File: config.mk
export PLATFORM = sky130hd
export DESIGN_NAME = vision_frame_parser_unit
export DESIGN_NICKNAME = d
export VERILOG_FILES = /design/src/design/vfp_pkg.sv /design/src/design/vfp_datapath.sv /design/src/design/vfp_controller.sv /design/src/design/vision_frame_parser_unit.sv
export SDC_FILE = /design/constraint.sdc
export NUM_CORES = 1
export LEC_CHECK = 0
export BUFFER_PORTS_ARGS = -buffer_cell sky130_fd_sc_hd__buf_2
export CAP_MARGIN = 20
export CORE_MARGIN = 1.5
export CORE_UTILIZATION = 45
export CTS_BUF_LIST = sky130_fd_sc_hd__clkbuf_4 sky130_fd_sc_hd__clkbuf_8
export DETAILED_ROUTE_END_ITERATION = 6
export SLEW_MARGIN = 25
export SYNTH_ARGS = -nofsm -noshare
export SYNTH_HDL_FRONTEND = slang
export SYNTH_HIERARCHICAL = 1
export SYNTH_SLANG_ARGS = --single-unit
File: constraint.sdc
create_clock -name clk -period 8.05 [get_ports clk]
set_clock_uncertainty 0.15 [all_clocks]
set_input_delay 1.2075 -clock clk [delete_from_list [all_inputs] [get_ports clk]]
set_output_delay 1.2075 -clock clk [all_outputs]
set_load 0.05 [all_outputs]
File: src/design/vfp_pkg.sv
// ----------------------------------------------------------------------------
// vfp_pkg
// Shared types and constants of the frame parser: record and error codes,
// frame modes, fixed frame offsets and the controller/datapath interface.
// ----------------------------------------------------------------------------
package vfp_pkg;

  typedef enum logic [2:0] {
    REC_ERROR  = 3'd0,
    REC_HEADER = 3'd1,
    REC_WALL   = 3'd2,
    REC_BOX    = 3'd3,
    REC_GOAL   = 3'd4,
    REC_BOMB   = 3'd5,
    REC_POSE   = 3'd6
  } rec_kind_t;

  typedef enum logic [1:0] {
    ERR_NONE       = 2'd0,
    ERR_CHECKSUM   = 2'd1,
    ERR_FORMAT     = 2'd2,
    ERR_BOMB_FIELD = 2'd3
  } err_code_t;

  typedef enum logic [1:0] {
    MODE_MAP_V1 = 2'd0,
    MODE_MAP_V2 = 2'd1,
    MODE_POSE   = 2'd2
  } frame_mode_t;

  localparam logic [1:0] CFG_TYPE_MAP_V1 = 2'd0;
  localparam logic [1:0] CFG_TYPE_MAP_V2 = 2'd1;
  localparam logic [1:0] CFG_TYPE_POSE   = 2'd2;

  localparam logic [7:0] SYNC_A = 8'hA5;
  localparam logic [7:0] SYNC_B = 8'h5A;

  localparam int ADDR_W = 7;

  localparam logic [6:0] V1_LEN        = 7'd60;
  localparam logic [6:0] POSE_LEN      = 7'd26;
  localparam logic [6:0] MAP_BOX_CNT   = 7'd26;
  localparam logic [6:0] V1_GOAL_CNT   = 7'd35;
  localparam logic [6:0] V1_BOMB_CNT   = 7'd44;
  localparam logic [6:0] POSE_BOX_CNT  = 7'd7;
  localparam logic [6:0] POSE_CELL_OFS = 7'd8;
  localparam logic [6:0] WALL_FIRST    = 7'd2;
  localparam logic [6:0] WALL_LAST     = 7'd25;
  localparam logic [6:0] NO_INDEX      = 7'h7F;
  localparam logic [2:0] POSE_BOX_MAX  = 3'd5;
  localparam logic [2:0] POSE_BOMB_MAX = 3'd4;
  localparam logic [3:0] POSE_BOMB_ROOM = 4'd8;

  typedef struct packed {
    logic                wr_en;
    logic                rd_en;
    logic                rd_zero;
    logic                rd_sweep;
    logic [ADDR_W-1:0]   addr;
    logic                sweep_clr;
    logic                load;
    rec_kind_t           kind;
    err_code_t           err;
    logic [2:0]          slot;
    logic                cell_vld;
    logic                last;
    frame_mode_t         mode;
  } dp_cmd_t;

  typedef struct packed {
    logic       xor_ok;
    logic [2:0] box_cnt;
    logic [2:0] goal_cnt;
    logic [2:0] bomb_cnt;
  } dp_stat_t;

endpackage

File: src/design/vfp_datapath.sv
// ----------------------------------------------------------------------------
// vfp_datapath
// Payload store, registered read port, checksum and popcount accumulators,
// byte gather register and the output record register.
// ----------------------------------------------------------------------------
module vfp_datapath #(
  parameter int BOX_SLOTS     = 5,
  parameter int GOAL_SLOTS    = 5,
  parameter int BOMB_SLOTS    = 4,
  parameter int PAYLOAD_DEPTH = 64
) (
  input  logic                    clk,
  input  logic                    rst_n,
  input  vfp_pkg::dp_cmd_t        cmd,
  input  logic [7:0]              wdata,
  output vfp_pkg::dp_stat_t       stat,
  output logic [2:0]              rec_kind,
  output logic [1:0]              rec_err,
  output logic [2:0]              rec_slot,
  output logic signed [15:0]      rec_x,
  output logic signed [15:0]      rec_y,
  output logic signed [15:0]      rec_heading,
  output logic [63:0]             rec_wall,
  output logic [2:0]              rec_box_total,
  output logic [2:0]              rec_goal_total,
  output logic [2:0]              rec_bomb_total,
  output logic [7:0]              rec_extra,
  output logic                    rec_last
);

  localparam int AW          = $clog2(PAYLOAD_DEPTH);
  localparam int V2_GOAL_CNT = 26 + 1 + 2 * BOX_SLOTS;
  localparam int V2_BOMB_CNT = V2_GOAL_CNT + 1 + 2 * GOAL_SLOTS;

  logic [7:0]  mem [PAYLOAD_DEPTH];
  logic [7:0]  rdata_r;
  logic        rd_vld_r, rd_zero_r, rd_sweep_r;
  logic [6:0]  rd_addr_r;
  logic [7:0]  xor_r, walls_r, box_raw_r, goal_raw_r, bomb_raw_r;
  logic [7:0]  pb_r [7];
  logic [63:0] gather_r;

  logic [7:0]  rbyte;
  logic [2:0]  pose_nb, bomb_m4, box_clamp, goal_clamp, bomb_clamp, pose_nm;
  logic [3:0]  pose_room;
  logic [6:0]  box_idx, goal_idx, bomb_idx;

  assign rbyte   = rd_zero_r ? 8'd0 : rdata_r;
  assign pose_nb = (box_raw_r > 8'(vfp_pkg::POSE_BOX_MAX)) ? vfp_pkg::POSE_BOX_MAX
                                                           : box_raw_r[2:0];

  always_comb begin
    unique case (cmd.mode)
      vfp_pkg::MODE_MAP_V2: begin
        box_idx  = vfp_pkg::MAP_BOX_CNT;
        goal_idx = 7'(V2_GOAL_CNT);
        bomb_idx = 7'(V2_BOMB_CNT);
      end
      vfp_pkg::MODE_POSE: begin
        box_idx  = vfp_pkg::POSE_BOX_CNT;
        goal_idx = vfp_pkg::NO_INDEX;
        bomb_idx = vfp_pkg::POSE_CELL_OFS + 7'({pose_nb, 1'b0});
      end
      default: begin
        box_idx  = vfp_pkg::MAP_BOX_CNT;
        goal_idx = vfp_pkg::V1_GOAL_CNT;
        bomb_idx = vfp_pkg::V1_BOMB_CNT;
      end
    endcase
  end

  // payload store
  always_ff @(posedge clk) begin
    if (cmd.wr_en) mem[cmd.addr[AW-1:0]] <= wdata;
    if (cmd.rd_en) rdata_r <= mem[cmd.addr[AW-1:0]];
  end

  always_ff @(posedge clk) begin
    if (!rst_n) begin
      rd_vld_r <= 1'b0;
    end else begin
      rd_vld_r <= cmd.rd_en;
    end
  end

  always_ff @(posedge clk) begin
    rd_zero_r  <= cmd.rd_zero;
    rd_sweep_r <= cmd.rd_sweep;
    rd_addr_r  <= cmd.addr;
    if (cmd.sweep_clr) begin
      xor_r   <= 8'd0;
      walls_r <= 8'd0;
    end else if (rd_vld_r && rd_sweep_r) begin
      xor_r <= xor_r ^ rbyte;
      if (rd_addr_r >= vfp_pkg::WALL_FIRST && rd_addr_r <= vfp_pkg::WALL_LAST)
        walls_r <= walls_r + 8'($countones(rbyte));
      if (rd_addr_r < 7'd7) pb_r[rd_addr_r[2:0]] <= rbyte;
      if (rd_addr_r == box_idx) box_raw_r <= rbyte;
      if (rd_addr_r == goal_idx) goal_raw_r <= rbyte;
      if (rd_addr_r == bomb_idx) bomb_raw_r <= rbyte;
    end
    if (rd_vld_r && !rd_sweep_r) gather_r <= {rbyte, gather_r[63:8]};
  end

  // counts: map clamps to slot numbers, pose to its own limits
  assign box_clamp  = (box_raw_r > 8'(BOX_SLOTS)) ? 3'(BOX_SLOTS) : box_raw_r[2:0];
  assign goal_clamp = (goal_raw_r > 8'(GOAL_SLOTS)) ? 3'(GOAL_SLOTS) : goal_raw_r[2:0];
  assign bomb_clamp = (bomb_raw_r > 8'(BOMB_SLOTS)) ? 3'(BOMB_SLOTS) : bomb_raw_r[2:0];
  assign bomb_m4    = (bomb_raw_r > 8'(vfp_pkg::POSE_BOMB_MAX)) ? vfp_pkg::POSE_BOMB_MAX
                                                                : bomb_raw_r[2:0];
  assign pose_room  = vfp_pkg::POSE_BOMB_ROOM - {1'b0, pose_nb};
  assign pose_nm    = ({1'b0, bomb_m4} > pose_room) ? pose_room[2:0] : bomb_m4;

  assign stat.xor_ok   = (xor_r == 8'd0);
  assign stat.box_cnt  = (cmd.mode == vfp_pkg::MODE_POSE) ? pose_nb : box_clamp;
  assign stat.goal_cnt = goal_clamp;
  assign stat.bomb_cnt = (cmd.mode == vfp_pkg::MODE_POSE) ? pose_nm : bomb_clamp;

  // output record register
  always_ff @(posedge clk) begin
    if (cmd.load) begin
      rec_kind       <= cmd.kind;
      rec_err        <= cmd.err;
      rec_slot       <= cmd.slot;
      rec_last       <= cmd.last;
      rec_x          <= 16'sd0;
      rec_y          <= 16'sd0;
      rec_heading    <= 16'sd0;
      rec_wall       <= 64'd0;
      rec_box_total  <= 3'd0;
      rec_goal_total <= 3'd0;
      rec_bomb_total <= 3'd0;
      rec_extra      <= 8'd0;
      unique case (cmd.kind)
        vfp_pkg::REC_HEADER: begin
          rec_x          <= {8'd0, pb_r[0]};
          rec_y          <= {8'd0, pb_r[1]};
          rec_box_total  <= stat.box_cnt;
          rec_goal_total <= stat.goal_cnt;
          rec_bomb_total <= stat.bomb_cnt;
          rec_extra      <= walls_r;
        end
        vfp_pkg::REC_WALL: rec_wall <= gather_r;
        vfp_pkg::REC_BOX, vfp_pkg::REC_GOAL, vfp_pkg::REC_BOMB: begin
          if (cmd.cell_vld) begin
            rec_x <= {{8{gather_r[55]}}, gather_r[55:48]};
            rec_y <= {{8{gather_r[63]}}, gather_r[63:56]};
          end else begin
            rec_x <= -16'sd1;
            rec_y <= -16'sd1;
          end
        end
        vfp_pkg::REC_POSE: begin
          rec_x          <= {pb_r[2], pb_r[1]};
          rec_y          <= {pb_r[4], pb_r[3]};
          rec_heading    <= {pb_r[6], pb_r[5]};
          rec_box_total  <= stat.box_cnt;
          rec_bomb_total <= stat.bomb_cnt;
          rec_extra      <= pb_r[0];
        end
        default: ;
      endcase
    end
  end

endmodule

File: src/design/vfp_controller.sv
// ----------------------------------------------------------------------------
// vfp_controller
// Sync hunt, frame bookkeeping, type registers and the record sequencer
// that drives the datapath read port and output register.
// ----------------------------------------------------------------------------
module vfp_controller #(
  parameter int BOX_SLOTS     = 5,
  parameter int GOAL_SLOTS    = 5,
  parameter int BOMB_SLOTS    = 4,
  parameter int PAYLOAD_DEPTH = 64,
  parameter int WALL_BYTES    = 24
) (
  input  logic              clk,
  input  logic              rst_n,
  input  logic              in_valid,
  output logic              in_ready,
  input  logic [7:0]        in_rx_byte,
  output logic              out_valid,
  input  logic              out_ready,
  input  logic              cfg_we,
  input  logic [1:0]        cfg_index,
  input  logic [7:0]        cfg_wdata,
  output vfp_pkg::dp_cmd_t  cmd,
  input  vfp_pkg::dp_stat_t stat
);

  localparam int V2_GOAL_CNT = 26 + 1 + 2 * BOX_SLOTS;
  localparam int V2_BOMB_CNT = V2_GOAL_CNT + 1 + 2 * GOAL_SLOTS;
  localparam int V2_LEN      = V2_BOMB_CNT + 1 + 2 * BOMB_SLOTS + 7;
  localparam int WALL_WORDS  = (WALL_BYTES + 7) / 8;

  typedef enum logic [2:0] {
    ST_IDLE, ST_SWEEP, ST_SEQ, ST_GATHER, ST_WAIT, ST_OUT
  } state_t;

  typedef enum logic [1:0] {PH_H0, PH_H1, PH_TYPE, PH_DATA} phase_t;

  typedef enum logic [2:0] {
    GRP_HDR, GRP_WALL, GRP_BOX, GRP_GOAL, GRP_BOMB, GRP_POSE
  } group_t;

  state_t               state_r, state_nxt;
  phase_t               phase_r, phase_nxt;
  group_t               grp_r, grp_nxt;
  vfp_pkg::frame_mode_t mode_r, mode_nxt;
  logic [7:0]           type_r, type_nxt;
  logic [6:0]           cnt_r, cnt_nxt, exp_r, exp_nxt, addr_r, addr_nxt;
  logic [7:0]           cfg_v1_r, cfg_v1_nxt, cfg_v2_r, cfg_v2_nxt;
  logic [7:0]           cfg_pose_r, cfg_pose_nxt;
  logic [2:0]           idx_r, idx_nxt, k_r, k_nxt;
  logic                 wait_r, wait_nxt, sweep_r, sweep_nxt, last_r, last_nxt;

  vfp_pkg::frame_mode_t fin_mode;
  logic                 fin_hit, fin_ok;
  logic [6:0]           len_cur, fin_len, cnt_inc, rec_base, gather_addr, wall_pos;
  logic [2:0]           grp_last_idx, grp_count, k_last;
  vfp_pkg::rec_kind_t   cur_kind;
  logic                 cur_last;

  function automatic logic [6:0] len_of(input vfp_pkg::frame_mode_t m);
    unique case (m)
      vfp_pkg::MODE_MAP_V2: len_of = 7'(V2_LEN);
      vfp_pkg::MODE_POSE:   len_of = vfp_pkg::POSE_LEN;
      default:              len_of = vfp_pkg::V1_LEN;
    endcase
  endfunction

  // type match at the last byte: registers may have changed mid-frame
  always_comb begin
    fin_hit  = 1'b1;
    fin_mode = vfp_pkg::MODE_MAP_V1;
    priority if (type_r == cfg_v1_r) fin_mode = vfp_pkg::MODE_MAP_V1;
    else if (type_r == cfg_v2_r)     fin_mode = vfp_pkg::MODE_MAP_V2;
    else if (type_r == cfg_pose_r)   fin_mode = vfp_pkg::MODE_POSE;
    else                             fin_hit  = 1'b0;
  end

  assign fin_len = len_of(fin_mode);
  assign fin_ok  = fin_hit && (exp_r == fin_len);
  assign len_cur = len_of(mode_r);
  assign cnt_inc = cnt_r + 7'd1;

  // current record of the run
  always_comb begin
    rec_base     = 7'd0;
    grp_last_idx = 3'd0;
    grp_count    = 3'd0;
    cur_kind     = vfp_pkg::REC_HEADER;
    unique case (grp_r)
      GRP_HDR: cur_kind = vfp_pkg::REC_HEADER;
      GRP_WALL: begin
        cur_kind     = vfp_pkg::REC_WALL;
        rec_base     = vfp_pkg::WALL_FIRST + {1'b0, idx_r, 3'b000};
        grp_last_idx = 3'(WALL_WORDS - 1);
      end
      GRP_BOX: begin
        cur_kind     = vfp_pkg::REC_BOX;
        grp_last_idx = 3'(BOX_SLOTS - 1);
        grp_count    = stat.box_cnt;
        rec_base     = ((mode_r == vfp_pkg::MODE_POSE) ? vfp_pkg::POSE_CELL_OFS
                                                       : vfp_pkg::MAP_BOX_CNT + 7'd1)
                       + {3'b000, idx_r, 1'b0};
      end
      GRP_GOAL: begin
        cur_kind     = vfp_pkg::REC_GOAL;
        grp_last_idx = 3'(GOAL_SLOTS - 1);
        grp_count    = stat.goal_cnt;
        rec_base     = ((mode_r == vfp_pkg::MODE_MAP_V2) ? 7'(V2_GOAL_CNT + 1)
                                                         : vfp_pkg::V1_GOAL_CNT + 7'd1)
                       + {3'b000, idx_r, 1'b0};
      end
      GRP_BOMB: begin
        cur_kind     = vfp_pkg::REC_BOMB;
        grp_last_idx = 3'(BOMB_SLOTS - 1);
        grp_count    = stat.bomb_cnt;
        unique case (mode_r)
          vfp_pkg::MODE_POSE:
            rec_base = vfp_pkg::POSE_CELL_OFS + 7'd1 + 7'({stat.box_cnt, 1'b0});
          vfp_pkg::MODE_MAP_V2: rec_base = 7'(V2_BOMB_CNT + 1);
          default:              rec_base = vfp_pkg::V1_BOMB_CNT + 7'd1;
        endcase
        rec_base = rec_base + {3'b000, idx_r, 1'b0};
      end
      GRP_POSE: cur_kind = vfp_pkg::REC_POSE;
      default: ;
    endcase
  end

  assign cur_last    = (grp_r == GRP_POSE) ||
                       (grp_r == GRP_BOMB && mode_r != vfp_pkg::MODE_POSE &&
                        idx_r == grp_last_idx);
  assign gather_addr = rec_base + {4'd0, k_r};
  assign wall_pos    = {1'b0, idx_r, 3'b000} + {4'd0, k_r};
  assign k_last      = (grp_r == GRP_WALL) ? 3'd7 : 3'd1;

  always_comb begin
    state_nxt    = state_r;
    phase_nxt    = phase_r;
    grp_nxt      = grp_r;
    mode_nxt     = mode_r;
    type_nxt     = type_r;
    cnt_nxt      = cnt_r;
    exp_nxt      = exp_r;
    addr_nxt     = addr_r;
    idx_nxt      = idx_r;
    k_nxt        = k_r;
    wait_nxt     = wait_r;
    sweep_nxt    = sweep_r;
    last_nxt     = last_r;
    cfg_v1_nxt   = cfg_v1_r;
    cfg_v2_nxt   = cfg_v2_r;
    cfg_pose_nxt = cfg_pose_r;
    cmd          = '0;
    cmd.mode     = mode_r;
    cmd.kind     = vfp_pkg::REC_ERROR;
    cmd.err      = vfp_pkg::ERR_NONE;

    if (cfg_we) begin
      unique case (cfg_index)
        vfp_pkg::CFG_TYPE_MAP_V1: cfg_v1_nxt   = cfg_wdata;
        vfp_pkg::CFG_TYPE_MAP_V2: cfg_v2_nxt   = cfg_wdata;
        vfp_pkg::CFG_TYPE_POSE:   cfg_pose_nxt = cfg_wdata;
        default: ;
      endcase
    end

    unique case (state_r)
      ST_IDLE: begin
        if (in_valid) begin
          unique case (phase_r)
            PH_H0: if (in_rx_byte == vfp_pkg::SYNC_A) phase_nxt = PH_H1;
            PH_H1: begin
              if (in_rx_byte == vfp_pkg::SYNC_B) phase_nxt = PH_TYPE;
              else if (in_rx_byte != vfp_pkg::SYNC_A) phase_nxt = PH_H0;
            end
            PH_TYPE: begin
              type_nxt  = in_rx_byte;
              cnt_nxt   = 7'd0;
              phase_nxt = PH_DATA;
              priority if (in_rx_byte == cfg_v1_r) begin
                exp_nxt  = vfp_pkg::V1_LEN;
                mode_nxt = vfp_pkg::MODE_MAP_V1;
              end else if (in_rx_byte == cfg_v2_r) begin
                exp_nxt  = 7'(V2_LEN);
                mode_nxt = vfp_pkg::MODE_MAP_V2;
              end else if (in_rx_byte == cfg_pose_r) begin
                exp_nxt  = vfp_pkg::POSE_LEN;
                mode_nxt = vfp_pkg::MODE_POSE;
              end else begin
                phase_nxt = PH_H0;
                cmd.load  = 1'b1;
                cmd.err   = vfp_pkg::ERR_FORMAT;
                cmd.last  = 1'b1;
                last_nxt  = 1'b1;
                state_nxt = ST_OUT;
              end
            end
            PH_DATA: begin
              if (cnt_r >= 7'(PAYLOAD_DEPTH)) begin
                // store full: drop the byte
                phase_nxt = PH_H0;
                cmd.load  = 1'b1;
                cmd.err   = vfp_pkg::ERR_FORMAT;
                cmd.last  = 1'b1;
                last_nxt  = 1'b1;
                state_nxt = ST_OUT;
              end else begin
                cmd.wr_en = 1'b1;
                cmd.addr  = cnt_r;
                cnt_nxt   = cnt_inc;
                if (cnt_inc >= exp_r) begin
                  phase_nxt = PH_H0;
                  if (fin_ok) begin
                    mode_nxt      = fin_mode;
                    cmd.sweep_clr = 1'b1;
                    addr_nxt      = 7'd0;
                    state_nxt     = ST_SWEEP;
                  end else begin
                    cmd.load  = 1'b1;
                    cmd.err   = vfp_pkg::ERR_FORMAT;
                    cmd.last  = 1'b1;
                    last_nxt  = 1'b1;
                    state_nxt = ST_OUT;
                  end
                end
              end
            end
            default: ;
          endcase
        end
      end

      ST_SWEEP: begin
        cmd.rd_en    = 1'b1;
        cmd.rd_sweep = 1'b1;
        cmd.addr     = addr_r;
        addr_nxt     = addr_r + 7'd1;
        if (addr_r == len_cur - 7'd1) begin
          sweep_nxt = 1'b1;
          wait_nxt  = 1'b0;
          state_nxt = ST_WAIT;
        end
      end

      ST_SEQ: begin
        k_nxt = 3'd0;
        unique case (grp_r)
          GRP_WALL: state_nxt = ST_GATHER;
          GRP_BOX, GRP_GOAL, GRP_BOMB: begin
            if (idx_r < grp_count) begin
              state_nxt = ST_GATHER;
            end else begin
              cmd.load  = 1'b1;
              cmd.kind  = cur_kind;
              cmd.slot  = idx_r;
              cmd.last  = cur_last;
              last_nxt  = cur_last;
              state_nxt = ST_OUT;
            end
          end
          default: begin
            cmd.load  = 1'b1;
            cmd.kind  = cur_kind;
            cmd.slot  = idx_r;
            cmd.last  = cur_last;
            last_nxt  = cur_last;
            state_nxt = ST_OUT;
          end
        endcase
      end

      ST_GATHER: begin
        cmd.rd_en   = 1'b1;
        cmd.addr    = gather_addr;
        // pad a short last wall word with zero
        cmd.rd_zero = (grp_r == GRP_WALL) && (wall_pos >= 7'(WALL_BYTES));
        k_nxt       = k_r + 3'd1;
        if (k_r == k_last) begin
          sweep_nxt = 1'b0;
          wait_nxt  = 1'b0;
          state_nxt = ST_WAIT;
        end
      end

      ST_WAIT: begin
        // wait for the read register, then accumulate/shift
        if (!wait_r) begin
          wait_nxt = 1'b1;
        end else if (sweep_r) begin
          if (!stat.xor_ok) begin
            cmd.load  = 1'b1;
            cmd.err   = vfp_pkg::ERR_CHECKSUM;
            cmd.last  = 1'b1;
            last_nxt  = 1'b1;
            state_nxt = ST_OUT;
          end else begin
            grp_nxt   = (mode_r == vfp_pkg::MODE_POSE) ? GRP_BOX : GRP_HDR;
            idx_nxt   = 3'd0;
            state_nxt = ST_SEQ;
          end
        end else begin
          cmd.load     = 1'b1;
          cmd.kind     = cur_kind;
          cmd.slot     = idx_r;
          cmd.cell_vld = 1'b1;
          cmd.last     = cur_last;
          last_nxt     = cur_last;
          state_nxt    = ST_OUT;
        end
      end

      ST_OUT: begin
        if (out_ready) begin
          if (last_r) begin
            state_nxt = ST_IDLE;
          end else begin
            state_nxt = ST_SEQ;
            if (idx_r == grp_last_idx) begin
              idx_nxt = 3'd0;
              unique case (grp_r)
                GRP_HDR:  grp_nxt = GRP_WALL;
                GRP_WALL: grp_nxt = GRP_BOX;
                GRP_BOX:  grp_nxt = (mode_r == vfp_pkg::MODE_POSE) ? GRP_BOMB : GRP_GOAL;
                GRP_GOAL: grp_nxt = GRP_BOMB;
                default:  grp_nxt = GRP_POSE;
              endcase
            end else begin
              idx_nxt = idx_r + 3'd1;
            end
          end
        end
      end

      default: state_nxt = ST_IDLE;
    endcase
  end

  always_ff @(posedge clk) begin
    if (!rst_n) begin
      state_r    <= ST_IDLE;
      phase_r    <= PH_H0;
      grp_r      <= GRP_HDR;
      mode_r     <= vfp_pkg::MODE_MAP_V1;
      type_r     <= 8'd0;
      cnt_r      <= 7'd0;
      exp_r      <= 7'd0;
      addr_r     <= 7'd0;
      idx_r      <= 3'd0;
      k_r        <= 3'd0;
      wait_r     <= 1'b0;
      sweep_r    <= 1'b0;
      last_r     <= 1'b0;
      cfg_v1_r   <= 8'd1;
      cfg_v2_r   <= 8'd4;
      cfg_pose_r <= 8'd2;
    end else begin
      state_r    <= state_nxt;
      phase_r    <= phase_nxt;
      grp_r      <= grp_nxt;
      mode_r     <= mode_nxt;
      type_r     <= type_nxt;
      cnt_r      <= cnt_nxt;
      exp_r      <= exp_nxt;
      addr_r     <= addr_nxt;
      idx_r      <= idx_nxt;
      k_r        <= k_nxt;
      wait_r     <= wait_nxt;
      sweep_r    <= sweep_nxt;
      last_r     <= last_nxt;
      cfg_v1_r   <= cfg_v1_nxt;
      cfg_v2_r   <= cfg_v2_nxt;
      cfg_pose_r <= cfg_pose_nxt;
    end
  end

  assign in_ready  = (state_r == ST_IDLE);
  assign out_valid = (state_r == ST_OUT);

endmodule

File: src/design/vision_frame_parser_unit.sv
// ----------------------------------------------------------------------------
// vision_frame_parser_unit
// Byte-serial sync/type/payload frame parser with XOR checksum check.
// ----------------------------------------------------------------------------
// Usage:
//   Input channel (in_valid/in_ready/in_rx_byte) takes one received byte per
//   transaction. Header, type and payload bytes are taken while idle and
//   give no records (an unknown type or a full store gives one error).
//   On a frame's last byte the block drops in_ready and walks the payload
//   store once (one read per cycle) to form the checksum, wall popcount and
//   counts, then emits the record run on the output channel (a type or
//   length mismatch or a bad checksum gives one error record instead). An
//   empty cell, header or pose record needs no store read, a filled cell two
//   store reads and a wall word eight; the single store read port sets the
//   pace of the records. out_last marks the final record of a run.
//   A stalled receiver holds the current record in the output register and
//   pauses the sequencer. Reset (rst_n low, synchronous) restarts the sync
//   hunt and restores the default type codes; the payload store is not cleared.
//   cfg_we writes the type code selected by cfg_index; the user is to do so
//   only while idle, the block itself does not enforce it.
// ----------------------------------------------------------------------------
module vision_frame_parser_unit #(
  parameter int BOX_SLOTS     = 5,
  parameter int GOAL_SLOTS    = 5,
  parameter int BOMB_SLOTS    = 4,
  parameter int PAYLOAD_DEPTH = 64,
  parameter int WALL_BYTES    = 24
) (
  input  logic               clk,
  input  logic               rst_n,
  input  logic               in_valid,
  output logic               in_ready,
  input  logic [7:0]         in_rx_byte,
  output logic               out_valid,
  input  logic               out_ready,
  output logic [2:0]         out_record_kind,
  output logic [1:0]         out_error_code,
  output logic [2:0]         out_slot_index,
  output logic signed [15:0] out_value_x,
  output logic signed [15:0] out_value_y,
  output logic signed [15:0] out_heading_x10,
  output logic [63:0]        out_wall_word,
  output logic [2:0]         out_box_total,
  output logic [2:0]         out_goal_total,
  output logic [2:0]         out_bomb_total,
  output logic [7:0]         out_extra,
  output logic               out_last,
  input  logic               cfg_we,
  input  logic [1:0]         cfg_index,
  input  logic [7:0]         cfg_wdata
);

  vfp_pkg::dp_cmd_t  cmd;
  vfp_pkg::dp_stat_t stat;

  vfp_controller #(
    .BOX_SLOTS    (BOX_SLOTS),
    .GOAL_SLOTS   (GOAL_SLOTS),
    .BOMB_SLOTS   (BOMB_SLOTS),
    .PAYLOAD_DEPTH(PAYLOAD_DEPTH),
    .WALL_BYTES   (WALL_BYTES)
  ) u_ctrl (
    .clk       (clk),
    .rst_n     (rst_n),
    .in_valid  (in_valid),
    .in_ready  (in_ready),
    .in_rx_byte(in_rx_byte),
    .out_valid (out_valid),
    .out_ready (out_ready),
    .cfg_we    (cfg_we),
    .cfg_index (cfg_index),
    .cfg_wdata (cfg_wdata),
    .cmd       (cmd),
    .stat      (stat)
  );

  vfp_datapath #(
    .BOX_SLOTS    (BOX_SLOTS),
    .GOAL_SLOTS   (GOAL_SLOTS),
    .BOMB_SLOTS   (BOMB_SLOTS),
    .PAYLOAD_DEPTH(PAYLOAD_DEPTH)
  ) u_dp (
    .clk           (clk),
    .rst_n         (rst_n),
    .cmd           (cmd),
    .wdata         (in_rx_byte),
    .stat          (stat),
    .rec_kind      (out_record_kind),
    .rec_err       (out_error_code),
    .rec_slot      (out_slot_index),
    .rec_x         (out_value_x),
    .rec_y         (out_value_y),
    .rec_heading   (out_heading_x10),
    .rec_wall      (out_wall_word),
    .rec_box_total (out_box_total),
    .rec_goal_total(out_goal_total),
    .rec_bomb_total(out_bomb_total),
    .rec_extra     (out_extra),
    .rec_last      (out_last)
  );

endmodule

[Word level (Yosys, flattened, before mapping)]
Memories as Yosys holds them, arrays and structs flattened. A register that Yosys moved wholly into a read port is not among the register bits.
Cells that the tools add are included.
Word-level totals
  bits in writable memories: 568
  register bits: 308
  word-level logic and storage cells: 363
  input port bits: 23
  memories: 2
Memories
  u_dp.mem: depth 64, bits a word 8, rd ports 1, clocked after Yosys merged registers in 1, write ports 1, line vfp_datapath.sv:35  | logic [7:0] mem [PAYLOAD_DEPTH];
  u_dp.pb_r: depth 7, bits a word 8, rd ports 7, clocked after Yosys merged registers in 2, write ports 1, line vfp_datapath.sv:40  | logic [7:0] pb_r [7];
Cells by class
  mux-type cells: 170
  reductions and logical operators: 48
  $add $sub $neg: 22
  bitwise operators: 2
  equality and inequality tests: 71
  $lt $le $gt $ge: 11
Operators by type and width (number)
  two-way mux 3 bit: 35
  case mux 7 bit (2 select lines): 7
  case mux 16 bit (3 select lines): 2
  two-way mux 7 bit: 10
  two-way mux 2 bit: 28
  == test 8 bit: 6
  case mux 3 bit (2 select lines): 8
  two-way mux 1 bit: 46
  adder 8 bit: 4
  two-way mux 16 bit: 2
  == test 7 bit: 4
  case mux 7 bit (4 select lines): 1
  inequality test 2 x 1 -> 1 bit (second input constant): 13
  > comparator 8 x 3 -> 1 bit (second input constant): 3
  two-way mux 8 bit: 3
  adder 7 x 4 -> 7 bit: 3
  == test 3 bit (second input constant): 7
  case mux 7 bit (3 select lines): 1
  == test 3 x 2 -> 1 bit (second input constant): 6
  case mux 3 bit (3 select lines): 2
  case mux 3 bit (6 select lines): 1
  AND reduction 3 bit: 6
  case mux 8 bit (2 select lines): 1
  inequality test 3 bit (second input constant): 5
  60 further kinds: 120

[Longest topological paths before layout]
Gate-level depths: netlist (run 1).
  depth in word-level cells: 16
  mapped depth: 28
  gate-level depth less buffers: 25

[Cells and area by module]
Netlist (run 1), hierarchy kept.
Modules (own cells, without submodules)
  vfp_datapath: times used 1, seq. area each 24603.6 µm², cells an instance 1847, area each 32130.8 µm²
  vfp_controller: times used 1, seq. area each 1381.3 µm², cells an instance 667, area each 5267.6 µm²

[Least setup slack after synthesis (run 1)]
Ideal clock, no wire load.
  kind: reg-to-reg
  from: reg u_dp.box_raw_r[7]
  to: reg u_dp.rec_bomb_total[0], enable pin
  slack: 1.161 ns
  arrival: 6.245 ns
  period minus slack after synthesis: 6.889 ns
  cell stages (with the launch flop): 20
  setup time: 0.494 ns
  buffers on the path: 0
  cell sequence: edfxtp_1 -> or4_4 -> a2111oi_4 -> inv_1 -> ha_1 -> nor2b_1 -> o21ai_0 -> a21o_1 -> mux2i_1 -> nand2_1 -> a22oi_1 -> nor2_1 -> a31oi_1 -> ha_1 -> nand2_1 -> a221oi_1 -> o21ai_1 -> nor3_1 -> a31oi_1 -> a21bo_1
RTL lines
  start, declared: line vfp_datapath.sv:39  | logic [7:0] xor_r, walls_r, box_raw_r, goal_raw_r, bomb_raw_r;
  start signal, assigned: line vfp_datapath.sv:98  | if (rd_addr_r == box_idx) box_raw_r <= rbyte;
  end signal, assigned: line vfp_datapath.sv:140  | rec_bomb_total <= stat.bomb_cnt;
  end signal, assigned: line vfp_datapath.sv:158  | rec_bomb_total <= stat.bomb_cnt;
  end, declared: line vfp_datapath.sv:26  | output logic [2:0] rec_bomb_total,

==> qor.yml, run 1 <==
detailed_routing:
  drt_iter0_drc: 1867
  routed-via-count: 22500
  routedWlPerCell_um: 24.06
  firstDrtPassIters: 7
  drc_errors: 1
  ant_nets: 0
  vias_per_cell: 5.698
  wl_mm: 94.99
die:
  fp.dieW_um: 291.3
  die-area_sq_um: 84850
  start_util_pct: 45.55
  core_sq_um: 82110
  num_rows: 105
  die_h_um: 291.3
  pin_count: 163
cts:
  cts_root_buffer: "clkbuf_8"
  cts_tree: "yes"
  clk-insertion-delay-late_ps: 800
  cts_htree_levels: 4
  cts_made_buffers: 152
  cts.sinks: 897
  clk_pin_slew_ps: 60
  postCtsSetupBuffers: 0
  cts_resized: 0
  ctsHoldBuffers: 0
  cts_max_path_buffers: 3
cells_and_area:
  final_common_cell: "edfxtp_1"
  finalNetCount: 2841
  multi_input_area_sq_um: 10550
  stdcell_area_sq_um: 42480
  fillers: 6796
  post-route-util_pct: 51.73
  finalNonFillerCells: 3948
  mostFrequentLayoutCells: "edfxtp_1 (802), nor2_1 (193), buf_2 (162), clkbuf_8 (158), nand2_1 (151)"
  seq_area_sq_um: 25980
  area_growth_pct: 13.58
  drive_gt1_share_pct: 21.47
pwr:
  combPwrFrac_pct: 8.3
  vdd_drop_max_mv: 0.1515
  swShare_pct: 24.70
  power_density_nw_per_um2: 238.5
  seq_power_share_pct: 53.0
  p_int_mw: 7.629
  leakage_nw: 14.33
  p_total_mw: 10.13
  netSwitchingPower_mw: 2.502
  p_clk_share_pct: 38.7
placed_design:
  globalplace.congestion: 0.8979
  port_buffers: 162
  place_inst: 3682
  place_area_sq_um: 39530
  place_hpwl_mm: 60.99
  place_ws_ps: 1195
synthesis:
  yosys_most_used_dff: "edfxtp_1"
  synth_cell_type_count: 94
  synth_edf_count: 802
  yosysSeqAreaShare_pct: 69.48
  synth_area_sq_um: 37400
  synth_nets: 2588
  ys_seq_elements: 897
  synth_async_sr_flop_share_pct: 0
  syn_inst: 2514
  synth_area_per_cell_sq_um: 14.88
  yosysWarnings: 6
grt:
  grt_pass1_wl_mm: 143.1
  grt_max_degree: 78
  grt_pass1_vias: 22870
  antenna_found_initial: 5
  globalRouteOverflowTotal: 0
  track_usage_pct: 22.51
worst_setup_path:
  crit_required_ps: 8510
  arrival_ps: 7280
  crit_path_start_kind: "register"
  worstSetupPathType: "register to register"
  cp_max_fo: 35
  crit_path_end_kind: "register"
  reg2reg_depth: 23
sta:
  finalSetupViolCount: 0
  rsz0062_at_grt: "false"
  hold_slack_ps: 292.3
  layout_setup_ws_ps: 1230
  relSlewSlack_pct: 25.34
  worst-slew-pin-transition_ps: 1118
  fin_tns_setup_ps: 0
  period_minus_slack_ps: 6820
  max_freq_mhz: 146.6
  hold_viol: 0
  fin_crit_sh_pct: 84.72
  drv_slew: 0
min_path:
  hold_depth: 0
  hp-class: "register to register"
run_status:
  status: "finished, violations left"
  failed_checks: "design-rule violations"
flow_run:
  cap_violations: 0
layout make-up:
| class | count | area share (%) |
|---|---|---|
| tap | 1070 | 3.152 |
| clock buffer | 210 | 6.039 |
| multi-input combinational | 1415 | 24.84 |
| antenna | 4 | 0.02357 |
| sequential | 897 | 61.18 |
| clock inverter | 51 | 0.7629 |
| timing repair buffer | 241 | 3.470 |
| inverter | 60 | 0.5391 |
worst max-delay path: stages, from the launching register on:
cell       delay (ps)
edfxtp_1          360
or4_4             590
a2111oi_4         410
inv_1             140
ha_1              230
nor2b_1           130
o21ai_0           150
a21o_1            260
o22a_1            190
a22oi_1           170
nor2_1             60
a31oi_1           190
ha_1              280
a21oi_1           160
o211ai_1          100
o21ai_1           270
nor3_1            140
nor2_1            540
nor2_2             80
buf_4             250
nand2b_1          460
nor2_1            830
nor2_1            270
a21oi_1           210
cell families after synthesis:
family | Yosys count | synth area share (%)
compound gates | 424 | 7.869
xor+xnor | 87 | 2.078
fa+ha+maj | 51 | 1.847
buf+inv | 202 | 2.496
flops | 897 | 69.48
mux | 193 | 7.377
simple gates | 660 | 8.852
final timing paths:
path | from | to | slack (ps)
max | u_dp/box_raw_r[7] | u_dp/rec_bomb_total[1] | 1230
min reg2reg | u_dp/gather_r[8] | u_dp/gather_r[0] | 290
min | u_dp/gather_r[8] | u_dp/gather_r[0] | 290
max reg2reg | u_dp/box_raw_r[7] | u_dp/rec_bomb_total[1] | 1230
per-layer routing:
layer  GRT usage (%)  up-vias  wire length (um)
met3           5.100      193              6636
met5               0        -                 0
met2           37.24      944             47050
met1           28.44    11260             38320
li1                -    10100                 -
met4           9.756        0              2980
synthesized netlist by cell type, types with 14 or more instances:
master | number | area [sq um]
nor3_1 | 17 | 85.08
nand4_1 | 24 | 150.1
nor2b_1 | 46 | 287.8
clkbuf_1 | 68 | 255.2
buf_4 | 15 | 112.6
a221o_1 | 18 | 180.2
edfxtp_1 | 802 | 24080
and3_1 | 27 | 168.9
o22ai_1 | 23 | 143.9
a22oi_1 | 40 | 300.3
nor2_1 | 195 | 732.0
a22o_1 | 19 | 166.4
inv_1 | 58 | 217.7
mux2i_1 | 84 | 840.8
mux4_2 | 56 | 1261
a21oi_1 | 82 | 410.4
nand3_1 | 41 | 205.2
nand2_1 | 151 | 566.8
buf_2 | 38 | 190.2
nand2b_1 | 14 | 87.58
a21o_1 | 28 | 210.2
and2_1 | 81 | 506.7
ha_1 | 44 | 550.5
xnor2_1 | 55 | 481.7
o21ai_0 | 84 | 420.4
nand3b_1 | 14 | 105.1
xor2_1 | 30 | 262.8
dfxtp_1 | 95 | 1902
a221oi_1 | 21 | 183.9
a211oi_1 | 16 | 120.1
mux2_2 | 46 | 518.0
flip-flops by register name (all words and copies together) (netlist names), 4 cells and up:
signal             count
u_ctrl/cfg_pose_r      8
u_dp/xor_r             8
u_ctrl/cnt_r           7
u_dp/goal_raw_r        8
u_dp/rec_x            16
u_dp/bomb_raw_r        8
u_dp/rec_y            16
u_ctrl/exp_r           4
u_dp/rec_extra         8
u_dp/walls_r           8
u_dp/pb_r             56
u_dp/rdata_r           8
u_ctrl/addr_r          7
u_dp/rec_wall         64
u_dp/rd_addr_r         7
u_ctrl/cfg_v2_r        8
u_dp/mem             512
u_ctrl/cfg_v1_r        8
u_dp/rec_heading      16
u_dp/box_raw_r         8
u_dp/gather_r         64
u_ctrl/type_r          8
power by group through the flow:
stage | logic (mW) | clock network [mW] | registers [mW]
6_report | 0.843 | 3.92 | 5.37
5_1_grt | 0.904 | 4.23 | 5.38
3_5_place_dp | 0.845 | 0 | 5.46
4_1_cts | 0.847 | 4.02 | 5.37
2_1_floorplan | 0.365 | 0 | 5.62
3_3_place_gp | 0.823 | 0 | 5.46
(Power assumes the default switching activity.)
==> run 2, diff against run 1 <==
==> constraint.sdc (replaced) <==
create_clock -name clk -period 6.4 [get_ports clk]
set_clock_uncertainty 0.15 [all_clocks]
set_input_delay 0.96 -clock clk [delete_from_list [all_inputs] [get_ports clk]]
set_output_delay 0.96 -clock clk [all_outputs]
set_load 0.05 [all_outputs]
==> run 2 against run 1 <==
Compared with the run above: the flow still finishes with violations (design-rule violations); sequential cell count is the same; routed wire length grew 2.6%; worst hold slack lost 12 ps; clock power grew 27%; combinational power grew 27%; critical path depth shrank 1; sequential power grew 26%; non-clock buffer count grew 91; cell area grew 1.7%; largest cell class unchanged; worst setup slack lost 920 ps; die area is the same.
==> qor.yml, run 2 (synthesis results as in run 1) <==
pwr:
  combPwrFrac_pct: 8.4  # was 8.3%
  seq_power_share_pct: 52.8  # was 53.0%
  leakage_nw: 14.84  # was 14.33 nW
  netSwitchingPower_mw: 3.200  # was 2.502 mW
  power_density_nw_per_um2: 296.2  # was 238.5 nW/um^2
  vdd_drop_max_mv: 0.1887  # was 0.1515 mV
  p_int_mw: 9.597  # was 7.629 mW
  swShare_pct: 25.01  # was 24.70%
  p_clk_share_pct: 38.9  # was 38.7%
cells_and_area:
  stdcell_area_sq_um: 43210  # was 42,480 sq um
  final_common_cell: "edfxtp_1"  # unchanged
  drive_gt1_share_pct: 23.97  # was 21.47%
  area_growth_pct: 15.53  # was 13.58%
  fillers: 6784  # was 6,796
  mostFrequentLayoutCells: "edfxtp_1 (802), nor2_1 (193), buf_2 (162), buf_4 (162), nand2_1 (151)"  # was edfxtp_1 (802), nor2_1 (193), buf_2 (162), clkbuf_8 (158), nand2_1 (151)
  largest_reg_flops: 512  # unchanged
  finalNetCount: 2928  # was 2,841
grt:
  use_met1_pct: 29.79  # was 28.44%
  antenna_found_initial: 5  # unchanged
  gr-usage-met2_pct: 38.39  # was 37.24%
  grt_pass1_wl_mm: 146.7  # was 143.1 mm
  top_usage_layer: "met2"  # unchanged
  globalRouteOverflowTotal: 0  # unchanged
  grt_pass1_vias: 23220  # was 22,870
  grt_max_degree: 68  # was 78
  track_usage_pct: 23.02  # was 22.51%
  grt_use_met3_pct: 4.482  # was 5.100%
die:
  start_util_pct: 45.55  # unchanged
  core_sq_um: 82110  # unchanged
  die-area_sq_um: 84850  # unchanged
  num_rows: 105  # unchanged
  pin_count: 163  # unchanged
  die_h_um: 291.3  # unchanged
  fp.dieW_um: 291.3  # unchanged
sta:
  fin_crit_sh_pct: 95.16  # was 84.72%
  finalSetupViolCount: 0  # unchanged
  max_freq_mhz: 164.2  # was 146.6 MHz
  drv_slew: 0  # unchanged
  hold_viol: 0  # unchanged
  hold_slack_ps: 280.1  # was 292.3 ps
  worst-slew-pin-transition_ps: 1138  # was 1118 ps
  relSlewSlack_pct: 23.96  # was 25.34%
  period_minus_slack_ps: 6090  # was 6820 ps
placed_design:
  place_area_sq_um: 40260  # was 39,530 sq um
  port_buffers: 162  # unchanged
  globalplace.congestion: 0.8693  # was 0.8979
  place_hpwl_mm: 64.11  # was 60.99 mm
cts:
  cts_max_path_buffers: 3  # unchanged
  clk-insertion-delay-late_ps: 800  # about the same
  ctsHoldBuffers: 0  # unchanged
  cts_made_buffers: 147  # was 152
  cts_root_buffer: "clkbuf_8"  # unchanged
  cts_tree: "yes"  # unchanged
  postCtsSetupBuffers: 0  # unchanged
  clk_pin_slew_ps: 60  # about the same
  cts.sinks: 897  # unchanged
  cts_htree_levels: 4  # unchanged
detailed_routing:
  ant_nets: 0  # unchanged
  routedWlPerCell_um: 24.17  # was 24.06 um
  routed-via-count: 23000  # was 22,500
  wl_mm: 97.51  # was 94.99 mm
  vias_per_cell: 5.702  # was 5.698
  firstDrtPassIters: 7  # unchanged
  drt_iter0_drc: 2029  # was 1,867
  drc_errors: 2  # was 1
run_status:
  status: "finished, violations left"  # unchanged
  failed_checks: "design-rule violations"  # unchanged
worst_setup_path:
  arrival_ps: 6440  # was 7280 ps
  crit_path_start_kind: "register"  # unchanged
  cp_num_buf_inv: 4  # was 2
  cp_max_fo: 29  # was 35
  crit_path_end_kind: "register"  # unchanged
  slowest_stage: "a2111oi_2"  # was nor2_1
  worstSetupPathType: "register to register"  # unchanged
  crit_family: "compound AO/OA/AOI/OAI gates"  # was simple AND/OR/NAND/NOR gates
  cpPeakStageDelay_ps: 650  # was 830 ps
  crit_required_ps: 6750  # was 8510 ps
  crit_chain: "or4_4 > a2111oi_4 > inv_1 > and2_1 > ha_1 > inv_1 > fa_1 > nor2_1 > a21oi_1 > o22ai_1 > ha_1 > xnor2_1 > nand2_1 > o21ai_0 > o21ai_4 > buf_12 > nor2b_1 > buf_4 > a22oi_1 > o22ai_1 > a2111oi_2 > nand4_1"  # was or4_4 > a2111oi_4 > inv_1 > ha_1 > nor2b_1 > o21ai_0 > a21o_1 > o22a_1 > a22oi_1 > nor2_1 > a31oi_1 > ha_1 > a21oi_1 > o211ai_1 > o21ai_1 > nor3_1 > nor2_1 > nor2_2 > buf_4 > nand2b_1 > nor2_1 > nor2_1 > a21oi_1
flow_run:
  cap_violations: 0  # unchanged
min_path:
  hp-class: "input port to register"  # was register to register
==> run 2: layer usage <==
| metal | wire, um | part of all wire, % | vias up |
|---|---|---|---|
| li1 | - | - | 10300 |
| met1 | 39990 | 41 | 11560 |
| met2 | 48230 | 49 | 943 |
| met3 | 6315 | 6.5 | 198 |
| met4 | 2963 | 3.0 | 2 |
| met5 | 18 | 0.018 | - |
==> run 2: stage by stage <==
step	utilization [%]	setup TNS [ps]	cells	setup slack (ps)	total power, mW
5_1_grt	52.62	-46.06	4033	-37.25	13.26
6_report	52.62	0	4034	310.0	12.80
3_3_place_gp	49.00	-117.0	3773	-117.0	7.921
4_1_cts	52.57	0	4031	22.52	12.93
3_5_place_dp	49.03	0	3774	29.48	7.943
2_1_floorplan	-	0	2514	533.3	7.527
==> run 2: worst paths after layout <==
kind / from / endpoint / slack (ps) / depth (start not counted)
min: cfg_wdata[2] / u_ctrl/cfg_v2_r[2] / 280 / 3
max: u_dp/box_raw_r[7] / u_dp/rdata_r[2] / 310 / 22
min reg2reg: u_dp/gather_r[21] / u_dp/gather_r[13] / 290 / 0
max reg2reg: u_dp/box_raw_r[7] / u_dp/rdata_r[2] / 310 / 22
==> run 2: worst reg2reg max path, cell delays in order, from the launching register on <==
cell and delay, ps:
edfxtp_1 370, or4_4 600, a2111oi_4 320, inv_1 140, and2_1 170, ha_1 190, inv_1 70, fa_1 410
nor2_1 130, a21oi_1 50, o22ai_1 180, ha_1 300, xnor2_1 140, nand2_1 60, o21ai_0 140, o21ai_4 470
buf_12 290, nor2b_1 290, buf_4 260, a22oi_1 180, o22ai_1 120, a2111oi_2 650, nand4_1 160
==> run 2: repair_timing <==
item	CTS	global route
resized for setup	1	6
setup endpoints to repair	1	52
gates cloned	0	1
==> run 2: power by group through the flow <==
stage	registers, mW	clock network, mW	logic, mW
2_1_floorplan	7.07	0	0.459
3_3_place_gp	6.87	0	1.05
3_5_place_dp	6.87	0	1.07
4_1_cts	6.75	5.10	1.08
5_1_grt	6.77	5.35	1.14
6_report	6.75	4.98	1.07
==> run 2: cell type report <==
cell class              instances  area (sq um)  area share, %
diodes                          2         5.005        0.01158
clock buffers                 193          2387          5.525
clock inverters                64         510.5          1.182
inverters                      60         229.0         0.5299
multi-input cells            1416         10570          24.45
flip-flops and latches        897         25980          60.14
well taps                    1070          1339          3.099
repair buffers                332          2186          5.059
